--- src/rtl/core/srq_pkg.sv ---
// srq_pkg: shared constants, status and kind codes, and the scan control type
// for the stream rank query core. No dependencies.
`timescale 1ns / 1ps

package srq_pkg;

  // Default store depth
  localparam int SRQ_CAPACITY = 256;

  // Payload widths
  localparam int VALUE_W  = 32;
  localparam int STATUS_W = 2;
  localparam int RANK_W   = 9;

  // Rank saturation limit
  localparam logic [RANK_W-1:0] RANK_MAX = 9'd511;

  // Item kinds
  localparam logic KIND_INSERT = 1'b0;
  localparam logic KIND_QUERY  = 1'b1;

  // Result status codes
  localparam logic [STATUS_W-1:0] ST_INSERTED  = 2'd0;
  localparam logic [STATUS_W-1:0] ST_FOUND     = 2'd1;
  localparam logic [STATUS_W-1:0] ST_NOT_FOUND = 2'd2;
  localparam logic [STATUS_W-1:0] ST_FULL      = 2'd3;

  // Control for the shared compare unit
  typedef struct packed {
    logic clr;  // start a new query
    logic en;   // read data is valid this cycle
  } srq_scan_ctl_t;

endpackage

--- src/rtl/core/srq_scan_unit.sv ---
// srq_scan_unit: shared compare unit, one stored entry per beat of read data;
// accumulates found flag and less-than count. Depends on srq_pkg.
`timescale 1ns / 1ps

module srq_scan_unit import srq_pkg::*; #(
  parameter int CNT_W = $clog2(SRQ_CAPACITY + 1)
) (
  input  logic                       clk,
  input  logic                       rst_n,
  input  srq_scan_ctl_t              ctl,
  input  logic signed [VALUE_W-1:0]  key,
  input  logic signed [VALUE_W-1:0]  data,
  output logic                       found_r,
  output logic [CNT_W-1:0]           less_r
);

  logic             found_nxt;
  logic [CNT_W-1:0] less_nxt;

  // equal wins over less; duplicates of the key never count
  always_comb begin
    found_nxt = found_r;
    less_nxt  = less_r;
    if (ctl.clr) begin
      found_nxt = 1'b0;
      less_nxt  = '0;
    end else if (ctl.en) begin
      if (data == key) begin
        found_nxt = 1'b1;
      end else if (data < key) begin
        less_nxt = CNT_W'(less_r + 1'b1);
      end
    end
  end

  always_ff @(posedge clk) begin
    if (!rst_n) begin
      found_r <= 1'b0;
      less_r  <= '0;
    end else begin
      found_r <= found_nxt;
      less_r  <= less_nxt;
    end
  end

endmodule

--- config.mk ---
export PLATFORM = sky130hd
export DESIGN_NAME = srq_scan_unit
export DESIGN_NICKNAME = d
export VERILOG_FILES = /design/src/rtl/core/srq_pkg.sv /design/src/rtl/core/srq_scan_unit.sv
export SDC_FILE = /design/constraint.sdc
export NUM_CORES = 1
export LEC_CHECK = 0
export ABC_CLOCK_PERIOD_IN_PS = 6450
export BUFFER_PORTS_ARGS = -buffer_cell sky130_fd_sc_hd__buf_2
export CORE_MARGIN = 5
export CORE_UTILIZATION = 48
export DETAILED_ROUTE_END_ITERATION = 12
export GPL_ROUTABILITY_DRIVEN = 0
export PLACE_DENSITY = 0.87
export SYNTH_ARGS = -nofsm -noshare
export SYNTH_HDL_FRONTEND = slang
export SYNTH_SLANG_ARGS = --single-unit
--- constraint.sdc ---
create_clock -name clk -period 6.45 [get_ports clk]
set_clock_uncertainty 0.15 [all_clocks]
set_input_delay 1.29 -clock clk [delete_from_list [all_inputs] [get_ports clk]]
set_output_delay 1.29 -clock clk [all_outputs]
set_load 0.01 [all_outputs]
==> flow_summary.json <==
{
  "startpoint_type": "input pin",
  "via_count": 1412,
  "wire_per_inst_um": 11.2,
  "cts_resized": 0,
  "slew_headroom_pct": 66.4,
  "fmax_mhz": 306,
  "worstSetupPathType": "in -> reg",
  "post-cts-setup-buffers": 0,
  "track_usage_pct": 15.7,
  "ys_warn_count": 0,
  "drtIter0Drc": 33,
  "p_per_area_nw_per_um2": 101,
  "dieArea_um2": 3970,
  "rsz0062_at_grt": "false",
  "gr-total-overflow": 0,
  "hpwl_mm": 2.86,
  "synth.ff_latch_count": 10,
  "die_x_um": 63.0,
  "drt_first_pass_iters": 4,
  "hold_buffers": 0,
  "crit_fanout": 5,
  "synth_compound_area_share_pct": 14.5,
  "cts-buffers-inserted": 3,
  "synth_nets": 272,
  "clkSinkCount": 10,
  "clkLatencyLatePin_ns": 0.26,
  "final_nets": 353,
  "worst-endpoint-required_ns": 6.49,
  "synth_xor_area_share_pct": 3.80,
  "core_area_um2": 2730,
  "power.leakage_nw": 1.03,
  "ys_seq_area_share_pct": 14.8,
  "drcViolationCount": 0,
  "synthMuxAreaShare_pct": 2.23,
  "drt_wl_total_mm": 3.13,
  "grt_max_degree": 9,
  "worst_slew_pin_slew_ns": 0.492,
  "start_util_pct": 49.3,
  "synth_cell_type_count": 32,
  "clkTransAtPathRegs_ns": 0.06,
  "slew_viol_final": 0,
  "area_delta_synth_final_pct": 32.8,
  "status": "complete, no violations",
  "end_kind": "register",
  "cts_tree": "built",
  "viasPerCell": 5.02,
  "diodes": 0,
  "htree_levels": 1,
  "tns_ns": 0,
  "irDropWorstVdd_v": 0.000111,
  "ant_nets": 0,
  "cts_buffer_depth": 2,
  "io_pins": 78,
  "grt_pass1_vias": 1320,
  "cap_viol_max_count": 0,
  "post-route-period-util_pct": 50.6,
  "port_buffers": 77,
  "synthCells": 171,
  "setup_viol": 0,
  "drive_gt1_share_pct": 35.6,
  "worstPathArrival_ns": 3.30,
  "cts_root_buffer": "clkbuf_4",
  "antenna_found_initial": 0,
  "fin_crit_ns": 3.26,
  "power_w": 0.000180,
  "row_count": 19,
  "hold_path.class": "reg -> reg",
  "synth-adder-area-share_pct": 30.6,
  "grt_pass1_wl_mm": 5.38,
  "hold_violations": 0,
  "die_h_um": 63.0,
  "syn_area_per_cell_um2": 7.89,
  "synth-simple-area-share_pct": 24.3,
  "syn_area_um2": 1350,
  "synth_top_family_by_area": "adder cells"
}
## cells by family (layout without fill, tap and decap cells)
family,count (synthesis),after routing
simple gates,57,57
buf+inv,35,114
xor+xnor,5,5
mux,3,3
flops,10,10
fa+ha+maj,33,33
compound gates,28,28
## path summary, 6_finish.rpt
path | startpoint | endpoint | slack (ns) | depth (start not counted)
max | key[31] | less_r[5] | 3.19 | 10
min | less_r[7] | less_r[7] | 0.34 | 2
max reg2reg | less_r[0] | less_r[6] | 4.86 | 5
min reg2reg | less_r[7] | less_r[7] | 0.34 | 2
## stage by stage
stage,util (%),setup WS (ns),instance area [um^2],std cells,hold slack [ns]
finish,65.5,3.19,1790,281,0.336
global placement,64.7,2.97,1770,278,0.291
floorplan,-,3.14,1350,171,0.344
CTS,65.5,3.16,1790,281,0.336
detailed placement,64.7,2.89,1770,278,0.325
global route,65.5,2.97,1790,281,0.364
## registers in the layout, indices dropped and copies added (netlist names)
name	count
found_r	1
less_r	9
## placed cells by master (no fill, tap or decap), drive strengths merged, types with 2 or more instances in the layout
| cell type | netlist | final |
|---|---|---|
| nand4 | 9 | 9 |
| nand2b | 4 | 4 |
| buf | 1 | 77 |
| and3 | 3 | 3 |
| clkbuf | 0 | 3 |
| dfxtp | 10 | 10 |
| xnor2 | 4 | 4 |
| inv | 34 | 34 |
| nor2b | 2 | 2 |
| nor3 | 4 | 4 |
| mux2i | 3 | 3 |
| a21oi | 14 | 14 |
| nor2 | 10 | 10 |
| nand3 | 6 | 6 |
| a21o | 2 | 2 |
| nand2 | 13 | 13 |
| nor4 | 5 | 5 |
| a221oi | 2 | 2 |
| o21ai | 4 | 4 |
| ha | 33 | 33 |
## metal layers
layer | share of wire, % | wire, um | track usage [%]
met1 | 41 | 1290 | 19.2
met2 | 51 | 1600 | 27.7
met3 | 7.3 | 229 | 3.60
met4 | 0.38 | 12 | 3.18
met5 | 0 | 0 | 0
## Yosys cell counts
master,number,area share (%)
nor4_4,2,3.2
buf_1,1,0.28
nand4_2,1,0.93
a31o_2,1,0.65
dfxtp_1,10,15
a221oi_1,1,0.65
and2_1,1,0.46
xnor2_1,4,2.6
xor2_2,1,1.2
nand4_1,8,3.7
a21oi_1,14,5.2
nor2_1,10,2.8
o41a_4,1,1.6
a31oi_1,1,0.46
mux2i_1,3,2.2
nor3_2,1,0.74
nand2_1,13,3.6
a221oi_2,1,1.1
nand3_1,6,2.2
o211ai_2,1,0.93
nor3_1,3,1.1
and3_1,3,1.4
nand2b_1,4,1.9
a22o_1,1,0.65
inv_1,34,9.5
ha_1,33,31
o21ai_0,3,1.1
a21o_1,2,1.1
a2111oi_0,1,0.65
o21ai_1,1,0.37
nor2b_1,2,0.93
nor4_1,3,1.4
## worst max-delay path, cell delays in order
cell and delay, ns:
buf_2 0.07, inv_1 0.03, ha_1 0.36, nand4_2 0.15, nor4_1 0.09, a221oi_1 0.44, nand2_1 0.18, nor4_4 0.29
and3_1 0.21, mux2i_1 0.18
## layout make-up
type | count | area [um^2]
Fill cell | 248 | 942
Clock buffer | 3 | 22.5
Multi-Input combinational cell | 126 | 1020
Sequential cell | 10 | 200
Timing Repair Buffer | 77 | 385
Tap cell | 31 | 38.8
Inverter | 34 | 128
## power by group
part / total, W / switching, W / internal, W / leakage (nW)
clock: 0.0000417 / 0.0000202 / 0.0000215 / 0.0138
combinational: 0.0000757 / 0.0000379 / 0.0000379 / 0.935
sequential: 0.0000628 / 0.000000567 / 0.0000622 / 0.0806
total: 0.000180 / 0.0000586 / 0.000122 / 1.03
No activity file was read; power rests on OpenSTA's default activity.
